<file path="src/rtl/gslqr_ram.sv">
// ----------------------------------------------------------------------------
// gslqr_ram
// Generic single-write, single-read RAM with registered read data.
// ----------------------------------------------------------------------------
`default_nettype none

module gslqr_ram #(
    parameter int WIDTH = 32,
    parameter int DEPTH = 32
) (
    input  wire logic                     aclk,
    input  wire logic                     we,
    input  wire logic [$clog2(DEPTH)-1:0] waddr,
    input  wire logic [WIDTH-1:0]         wdata,
    input  wire logic [$clog2(DEPTH)-1:0] raddr,
    output logic      [WIDTH-1:0]         rdata
);

    logic [WIDTH-1:0] mem_reg [DEPTH];

    always_ff @(posedge aclk) begin
        if (we) begin
            mem_reg[waddr] <= wdata;
        end
        rdata <= mem_reg[raddr];
    end

endmodule

`default_nettype wire

</file>
<file path="config.mk">
export PLATFORM = sky130hd
export DESIGN_NAME = gslqr_ram
export DESIGN_NICKNAME = d
export VERILOG_FILES = /design/src/rtl/gslqr_ram.sv
export SDC_FILE = /design/constraint.sdc
export NUM_CORES = 1
export LEC_CHECK = 0
export BUFFER_PORTS_ARGS = -buffer_cell sky130_fd_sc_hd__buf_2
export CORE_MARGIN = 3
export CORE_UTILIZATION = 25
export DETAILED_ROUTE_END_ITERATION = 6
export HOLD_SLACK_MARGIN = 0.03
export RECOVER_POWER = 50
export SETUP_SLACK_MARGIN = 0.5
export SLEW_MARGIN = 30
export SYNTH_ARGS = -nofsm -noshare
export SYNTH_HDL_FRONTEND = slang
export SYNTH_SLANG_ARGS = --single-unit
</file>
<file path="constraint.sdc">
create_clock -name aclk -period 2.5 [get_ports aclk]
set_clock_uncertainty 0.1 [all_clocks]
set_input_delay 0.125 -clock aclk [delete_from_list [all_inputs] [get_ports aclk]]
set_output_delay 0.125 -clock aclk [all_outputs]
set_load 0.005 [all_outputs]
</file>
==> impl_metrics.json, run 1 <==
{
  "clock_latency_ps": 680,
  "ys_dominant_reg_cell": "edfxtp_1",
  "ys_async_sr_fraction": 0,
  "grt_usage": 0.1229,
  "yosysSeqAreaShare": 0.7754,
  "p_leak_uw": 0.01642,
  "design_area_mm2": 0.04845,
  "reg2reg_to": "rdata[8]",
  "vias_per_cell": 4.479,
  "synth_fa_ha_area_frac": 0,
  "die_y_um": 408.4,
  "initial_core_util": 0.2518,
  "grt_max_degree": 58,
  "firstDrtPassIters": 5,
  "synth_compound_area_frac": 0.04846,
  "die_w_um": 408.4,
  "area_growth_pct": 19.67,
  "worst_pin_slew_ps": 1484,
  "slowest_delay_ps": 840,
  "r2r_slack_ps": 870,
  "hold_end": "rdata[7]",
  "rsz0062_at_grt": "true",
  "synth_area_leaders": "edfxtp_1, mux2i_1, a22oi_1, dfxtp_1, a22o_1",
  "critPathLaunchType": "input port",
  "dp_hpwl_um": 58220,
  "rr_worst_depth": 5,
  "cts.path.max_buffers": 3,
  "synth_edf_count": 1024,
  "path_max_fanout": 32,
  "antenna_found_initial": 21,
  "gp_congestion": 0.7336,
  "fmax_ghz": 0.4769,
  "postCtsSetupRepairBufs": 0,
  "synth_top_family_by_area": "multiplexers",
  "p_per_area_mw_per_mm2": 767.2,
  "clock_sink_count": 1056,
  "netlist_area_mm2": 0.04049,
  "overflow": 0,
  "synth.mux.area_fraction": 0.1266,
  "fin_crit_sh": 0.8388,
  "whs_path_depth": 5,
  "worstReg2RegStart": "mem_reg[7][8]",
  "numCtsBuffers": 105,
  "syn-num-nets": 2304,
  "drc": 0,
  "hold_violations": 0,
  "rows": 147,
  "grt_pass1_wl_um": 150900,
  "worst-endpoint-arrival_ps": 2100,
  "hold_path.class": "input port to flip-flop",
  "portBuffers": 75,
  "slew-limit-headroom": 0.01041,
  "crit_type": "input port to flip-flop",
  "grt_pass1_vias": 21006,
  "h-tree-depth": 3,
  "placed_area_mm2": 0.04472,
  "ios": 76,
  "maxCapViolations": 0,
  "finalSetupViolCount": 0,
  "drive_gt1_frac": 0.1391,
  "wirelength_um": 105400,
  "clockRootBuffer": "clkbuf_16",
  "ant_nets": 0,
  "slew_violations": 0,
  "end_kind": "flip-flop",
  "nets": 2520,
  "drtIter0Drc": 2215,
  "fin_setup_tns_ps": 0,
  "cp_slowest_cell": "clkbuf_2",
  "routedWlPerCell_um": 22.24,
  "worstPathRequired_ps": 2500,
  "period_needed_ps": 2097,
  "status": "finished, final reports clean",
  "syn_area_per_cell_um2": 17.91,
  "yosysUniqueCellTypes": 25,
  "clkSlewWorstSetupHoldPaths_ps": 60,
  "cts_tree": "built",
  "synth_top_area_cell": "edfxtp_1",
  "core_area_mm2": 0.1608,
  "ys_ff_latch": 1056,
  "ys_warn_count": 0,
  "synth_top_area_frac": 0.7595,
  "netlist_instances": 2260,
  "synth-simple-area-share": 0.03100,
  "crit_top_cell": "clkbuf_1",
  "cp_cell_sequence": "clkbuf_1 -> nand3b_1 -> clkbuf_1 -> nor2_4 -> clkbuf_2",
  "vias": 21227,
  "hold_start": "raddr[3]",
  "peakVddDrop_mv": 0.5235,
  "die-area_mm2": 0.1668,
  "synth_xor_area_frac": 0,
  "largest_reg_flops": 1024,
  "fillers": 15722
}
==> how the worst max path moves through the flow <==
stage / startpoint / end / slack (ps) / cells after the start
6_report: waddr[1] / mem_reg[5][2] / 400 / 5
5_1_grt: waddr[1] / mem_reg[5][2] / 260 / 5
4_1_cts: raddr[0] / rdata[1] / 510 / 10
3_5_place_dp: raddr[0] / rdata[1] / 430 / 9
3_3_place_gp: raddr[2] / rdata[26] / 440 / 7
2_1_floorplan: waddr[3] / mem_reg[1][0] / 50 / 2
==> metrics by stage <==
| stage | worst slack (ps) | hold slack (ps) | std cells | util | total power (uW) |
|---|---|---|---|---|---|
| after floorplan | 45.42 | 123.9 | 2260 | - | 21150 |
| after detailed placement | 430.6 | 408.5 | 4492 | 0.2782 | 22110 |
| final | 403.1 | 83.87 | 4739 | 0.3014 | 37170 |
| after CTS | 507.4 | 35.85 | 4726 | 0.3015 | 37500 |
| after global routing | 260.2 | 99.75 | 4730 | 0.3013 | 38380 |
| after global placement | 435.9 | 408.3 | 4492 | 0.2782 | 22080 |
==> worst max-delay path: cells and delay by family <==
kind | cells | cell delay [ps]
buffers and inverters | 3 | 1750
and+or+nand+nor | 2 | 200
==> placed cells by master, fill, tap and decap left out, types with 12 or more instances in the layout <==
master / count
edfxtp_1: 1024
mux2i_1: 512
clkbuf_16: 109
nand3_1: 98
nand2_1: 97
a22oi_1: 96
a21oi_1: 96
clkbuf_1: 70
buf_4: 65
a22o_1: 64
buf_12: 54
buf_2: 40
dlygate4sd3_1: 35
nor3_1: 32
dfxtp_1: 32
a31oi_1: 31
nor2_4: 31
clkinv_2: 15
clkinv_1: 13
diode_2: 12
==> synth_stat cells, types with 15 or more instances <==
master	instances
a21oi_1	96
a22o_1	64
a22oi_1	96
a31oi_1	32
buf_2	26
buf_4	33
buf_6	15
clkbuf_1	46
dfxtp_1	32
edfxtp_1	1024
mux2i_1	512
nand2_1	98
nand3_1	98
nor2_1	34
nor3_1	32
==> metal layers <==
layer  share of wire  track usage
met1            0.46       0.1782
met2            0.45       0.1870
met3           0.067      0.02595
met4           0.019      0.03024
met5         0.00043            0
==> report_power, final <==
group	switching [uW]	leakage (uW)	internal (uW)
registers	101	0.00949	19700
logic	1260	0.00529	719
clock network	6580	0.00164	8810
total	7940	0.0164	29200
==> cells by family (layout without fill, tap and decap cells) <==
logic type,Yosys count,in the layout
buf+inv,127,434
compound gates,288,288
simple gates,277,277
flops,1056,1056
other cells,0,12
mux,512,512
==> area by class of cell <==
cell class | count | area [um2] | area share
Clock buffer | 152 | 2978 | 0.06146
Sequential cell | 1056 | 31390 | 0.6479
Timing Repair Buffer | 236 | 2333 | 0.04816
Multi-Input combinational cell | 1077 | 8601 | 0.1775
Tap cell | 2160 | 2703 | 0.05578
Clock inverter | 46 | 414.1 | 0.008548
Antenna cell | 12 | 30.03 | 0.0006198
==> repair_timing <==
action,in CTS,in global routing
hold buffers,36,0
setup endpoints to repair,0,13
endpoints found under the hold margin,1029,0
resized for setup,0,4
(Power assumes the default switching activity.)
==> run 2, diff against run 1 <==
clock period = 1.7 ns   (was 2.5 ns; I/O delays follow)
==> run 2 against run 1 <==
  * Combinational power is 63% higher
  * Critical path type unchanged
  * First-iteration DRC count is 7.8% lower
  * The run now ends with hold timing left
  * Die area stayed put
  * Utilization is 0.72 points higher
  * Critical endpoint is now mem_reg[3][14]
  * Largest cell class unchanged
  * Register-to-register slack worse by 630 ps
  * Global-route usage is 0.54 points higher
  * Critical path depth stayed put
==> impl_metrics.json, run 2 (synthesized netlist as in run 1, its figures left out) <==
{
  "hold_path.class": "input port to flip-flop",
  "numCtsBuffers": 104,
  "placed_cells": 4583,
  "die_y_um": 408.4,
  "rr_worst_depth": 5,
  "grt_usage": 0.1282,
  "die-area_mm2": 0.1668,
  "peakVddDrop_mv": 0.8500,
  "area_growth_pct": 22.54,
  "postCtsSetupRepairBufs": 0,
  "clock_latency_ps": 690,
  "crit_start": "waddr[1]",
  "rsz0062_at_grt": "true",
  "drc": 0,
  "p_per_area_mw_per_mm2": 1103,
  "ios": 76,
  "endpoint": "mem_reg[3][14]",
  "nets": 2608,
  "place_ws_ps": -260.9,
  "firstDrtPassIters": 5,
  "overflow": 0,
  "worst_pin_slew_ps": 1365,
  "grt_pass1_wl_um": 157700,
  "setup_slack_ps": 111.2,
  "portBuffers": 75,
  "die_w_um": 408.4,
  "worstPathRequired_ps": 1920,
  "critPathLaunchType": "input port",
  "largest_reg_flops": 1024,
  "fin_crit_sh": 0.9346,
  "slew-limit-headroom": 0.08985,
  "grt_max_degree": 35,
  "routedWlPerCell_um": 22.88,
  "worstReg2RegStart": "mem_reg[5][6]",
  "p_leak_uw": 0.01704,
  "r2r_slack_ps": 240,
  "slowest_delay_ps": 740,
  "status": "complete, but fails checks",
  "h-tree-depth": 3,
  "cts.path.max_buffers": 3,
  "reg2reg_to": "rdata[6]",
  "layout_commonest_cell": "edfxtp_1",
  "crit_family": "simple AND/OR/NAND/NOR gates",
  "crit_type": "input port to flip-flop",
  "path_max_fanout": 17,
  "maxCapViolations": 0,
  "dp_hpwl_um": 66140,
  "violations": "hold timing",
  "clock_sink_count": 1056,
  "core_area_mm2": 0.1608,
  "rows": 147,
  "fmax_ghz": 0.6294,
  "slew_violations": 0,
  "final_cell_mix": "edfxtp_1, mux2i_1, clkbuf_16",
  "worst-endpoint-arrival_ps": 1810,
  "hold_violations": 1,
  "end_kind": "flip-flop",
  "clockRootBuffer": "clkbuf_16",
  "vias": 21862,
  "vias_per_cell": 4.536,
  "ant_nets": 0,
  "gp_congestion": 0.7733,
  "fin_setup_tns_ps": 0,
  "grt_pass1_vias": 21716,
  "finalNonFillerCells": 4820,
  "critPathBufInv": 3,
  "antenna_found_initial": 16,
  "path_depth": 5,
  "period_needed_ps": 1589,
  "wirelength_um": 110300,
  "finalSetupViolCount": 0,
  "cp_cell_sequence": "buf_2 -> clkbuf_1 -> nand3_1 -> nor2_4 -> buf_6",
  "cts_tree": "built",
  "initial_core_util": 0.2518,
  "drtIter0Drc": 2042,
  "hold_slack_ps": -1.621,
  "cp_slowest_cell": "nand3_1",
  "drive_gt1_frac": 0.1824,
  "clkSlewWorstSetupHoldPaths_ps": 60,
  "power.total_uw": 54720
}
==> run 2: changes by cell type in the layout (fill, tap and decap cells not counted), sizes merged <==
| cell | before | now |
|---|---|---|
| clkinv | 32 | 41 |
| buf | 160 | 236 |
| dlymetal6s4s | 1 | 0 |
| diode | 12 | 7 |
| clkinvlp | 6 | 3 |
| clkbuf | 192 | 197 |
==> run 2: how the worst min path moves through the flow <==
stage / end / slack, ps / from / cells past startpoint
6_report: mem_reg[16][16] / -2 / waddr[2] / 3
5_1_grt: mem_reg[16][16] / 10 / waddr[2] / 3
4_1_cts: mem_reg[16][16] / -120 / waddr[3] / 3
3_5_place_dp: rdata[22] / 370 / rdata[22] / 1
3_3_place_gp: rdata[17] / 370 / rdata[17] / 1
2_1_floorplan: mem_reg[0][0] / 80 / wdata[0] / 0
==> run 2: routing by layer <==
metal  routed length [um]  part of all wire  global-route usage  up-vias
met5                   27           0.00024                   0        -
met4                 2478             0.022             0.03387        4
met3                 6048             0.055             0.02041      160
met2                52510              0.48              0.2086      647
met1                49230              0.45              0.1778    11439
li1                     -                 -                   -     9612
==> run 2: repair_timing <==
item,CTS,global route
resized for setup,73,13
hold buffers,34,1
hold endpoints to repair,1039,2
cloned,0,0
pin swaps,32,27
setup endpoints to repair,62,64
==> run 2: stage by stage <==
step / instance area, um2 / utilization
after CTS: 50060 / 0.3114
after floorplan: 40880 / -
after detailed placement: 46120 / 0.2869
after global routing: 49600 / 0.3086
after global placement: 46120 / 0.2869
final: 49610 / 0.3086
==> run 2: power breakdown <==
part	total, uW	internal, uW	switching (uW)
sequential	29200	29000	173
combinational	3230	1300	1930
clock	22300	12600	9700
==> run 2: final cells by class <==
class,count,area [um2]
Clock buffer,143,2869
Sequential cell,1056,31450
Antenna cell,7,17.52
Timing Repair Buffer,325,3458
Clock inverter,52,480.5
Fill cell,15667,111100
Multi-Input combinational cell,1077,8632
Tap cell,2160,2703
==> run 2: worst reg2reg max path, stage by stage, from the launching register on <==
cell and delay (ps):
edfxtp_1 370, mux2i_1 150, a22o_1 230, nor3_2 80
a31oi_1 200, nand3_2 170
==> run 3, diff against run 2 <==
CTS_CLUSTER_SIZE = 25   (was default)
PLACE_DENSITY = 0.43   (was default)
REMOVE_ABC_BUFFERS = 1   (was default)
==> run 3 against run 2 <==
  * The flow still finishes with violations (hold timing)
  * Combinational power rose by 4%
  * Fmax fell by 0.80%
  * Total power rose by 6.6%
  * Global-route usage rose by 1.1 points
  * Sequential power barely moved
  * Non-clock buffer count rose by 10
  * Critical path type unchanged
  * Critical endpoint is now mem_reg[27][3]
  * Highest routed layer is now met4
==> impl_metrics.json, run 3 (synthesized netlist as in run 1, its figures left out) <==
{
  "final_cell_mix": "edfxtp_1, mux2i_1, clkbuf_16",
  "drc": 0,
  "hold_path.class": "input port to flip-flop",
  "fin_crit_sh": 0.9421,
  "path_max_fanout": 18,
  "setup_slack_ps": 98.41,
  "clkSlewWorstSetupHoldPaths_ps": 60,
  "fmax_ghz": 0.6244,
  "hold_slack_ps": -17.68,
  "layout_commonest_cell": "edfxtp_1",
  "largest_reg_flops": 1024,
  "rows": 147,
  "violations": "hold timing",
  "fillers": 15681,
  "nets": 2627,
  "drive_gt1_frac": 0.2083,
  "area_growth_pct": 24.94,
  "crit_type": "input port to flip-flop",
  "clockRootBuffer": "clkbuf_16",
  "die_w_um": 408.4,
  "h-tree-depth": 3,
  "p_leak_uw": 0.01745,
  "drtIter0Drc": 1592,
  "p_per_area_mw_per_mm2": 1153,
  "grt_max_degree": 47,
  "grt_pass1_wl_um": 167800,
  "worstPathRequired_ps": 1930,
  "clock_sink_count": 1056,
  "place_ws_ps": -304.5,
  "worst-endpoint-arrival_ps": 1830,
  "slew_violations": 0,
  "placed_area_mm2": 0.04603,
  "period_needed_ps": 1602,
  "rsz0062_at_grt": "true",
  "wirelength_um": 118600,
  "grt_pass1_vias": 22418,
  "maxCapViolations": 0,
  "end_kind": "flip-flop",
  "peakVddDrop_mv": 0.8288,
  "vias": 21826,
  "grt_usage": 0.1396,
  "finalNonFillerCells": 4844,
  "slew-limit-headroom": 0.05948,
  "cts.path.max_buffers": 3,
  "numCtsBuffers": 113,
  "vias_per_cell": 4.506,
  "overflow": 0,
  "dp_hpwl_um": 69380,
  "status": "complete, but fails checks",
  "gp_congestion": 0.7380,
  "finalSetupViolCount": 0,
  "ctsHoldBuffers": 43,
  "die-area_mm2": 0.1668,
  "cts_tree": "built",
  "ant_nets": 0,
  "initial_core_util": 0.2518,
  "routedWlPerCell_um": 24.49,
  "antennaDiodeCount": 0,
  "design_area_mm2": 0.05058,
  "critPathLaunchType": "input port",
  "die_y_um": 408.4,
  "placed_cells": 4582,
  "fin_setup_tns_ps": 0,
  "clock_latency_ps": 740,
  "hold_violations": 2,
  "core_area_mm2": 0.1608,
  "firstDrtPassIters": 5,
  "antenna_found_initial": 11,
  "portBuffers": 75,
  "worst_pin_slew_ps": 1411,
  "ios": 76
}
[run 3: changes by cell type in the layout (fill, tap and decap cells not counted), moves of 10 or more]
cell / previous run / this run
bufinv_16: 5 / 16
mux2i_1: 510 / 499
mux2i_2: 1 / 11
clkbuf_16: 104 / 115
nor3_1: 28 / 13
nor3_2: 4 / 19
[run 3: final timing paths]
check	start	endpoint	slack, ps	cells past startpoint
worst max-delay path	waddr[4]	mem_reg[27][3]	100	6
worst min-delay path	raddr[2]	rdata[31]	-20	6
worst max register to register	mem_reg[1][2]	rdata[2]	250	5
worst min register to register	mem_reg[10][13]	rdata[13]	480	4
[run 3: worst max-delay path: stages]
cell	delay, ps
buf_2	110
buf_4	130
nand3b_1	70
clkbuf_1	270
nor2_1	250
clkbuf_2	890
[run 3: layout make-up]
cell class	instances	area, um2	share of cell area
flip-flops and latches	1056	31430	0.6214
multi-input cells	1077	8840	0.1748
repair buffers	335	3640	0.07196
clock buffers	148	3120	0.06169
well taps	2160	2703	0.05343
clock inverters	68	849.6	0.01680
[run 3: routing by layer]
layer  up-vias  wire, um  GRT usage  part of all wire
li1       9645         -          -                 -
met1     11509     56570     0.2015              0.48
met2       517     54020     0.2184              0.46
met3       155      5385    0.02060             0.045
met4         0      2654    0.03844             0.022
met5         -         0          0                 0
[run 3: repair_timing]
item / CTS / global route
resized for setup: 89 / 27
setup buffers: 0 / 2
setup endpoints to repair: 64 / 344
hold endpoints to repair: 1187 / 2
gates cloned: 0 / 1
pin swaps: 53 / 46
[run 3: power by group]
| group | internal, uW | leakage [uW] | total [uW] | switching, uW |
|---|---|---|---|---|
| Combinational | 1350 | 0.00602 | 3370 | 2020 |
| Sequential | 29000 | 0.00950 | 29100 | 148 |
| Clock | 15400 | 0.00193 | 25800 | 10400 |
| Total | 45700 | 0.0175 | 58300 | 12600 |
[run 3: per-stage QoR]
| step | power, uW | utilization |
|---|---|---|
| after global routing | 60390 | 0.3147 |
| after detailed placement | 32830 | 0.2864 |
| after floorplan | 30760 | - |
| after global placement | 32800 | 0.2864 |
| after CTS | 59130 | 0.3161 |
| final | 58330 | 0.3147 |
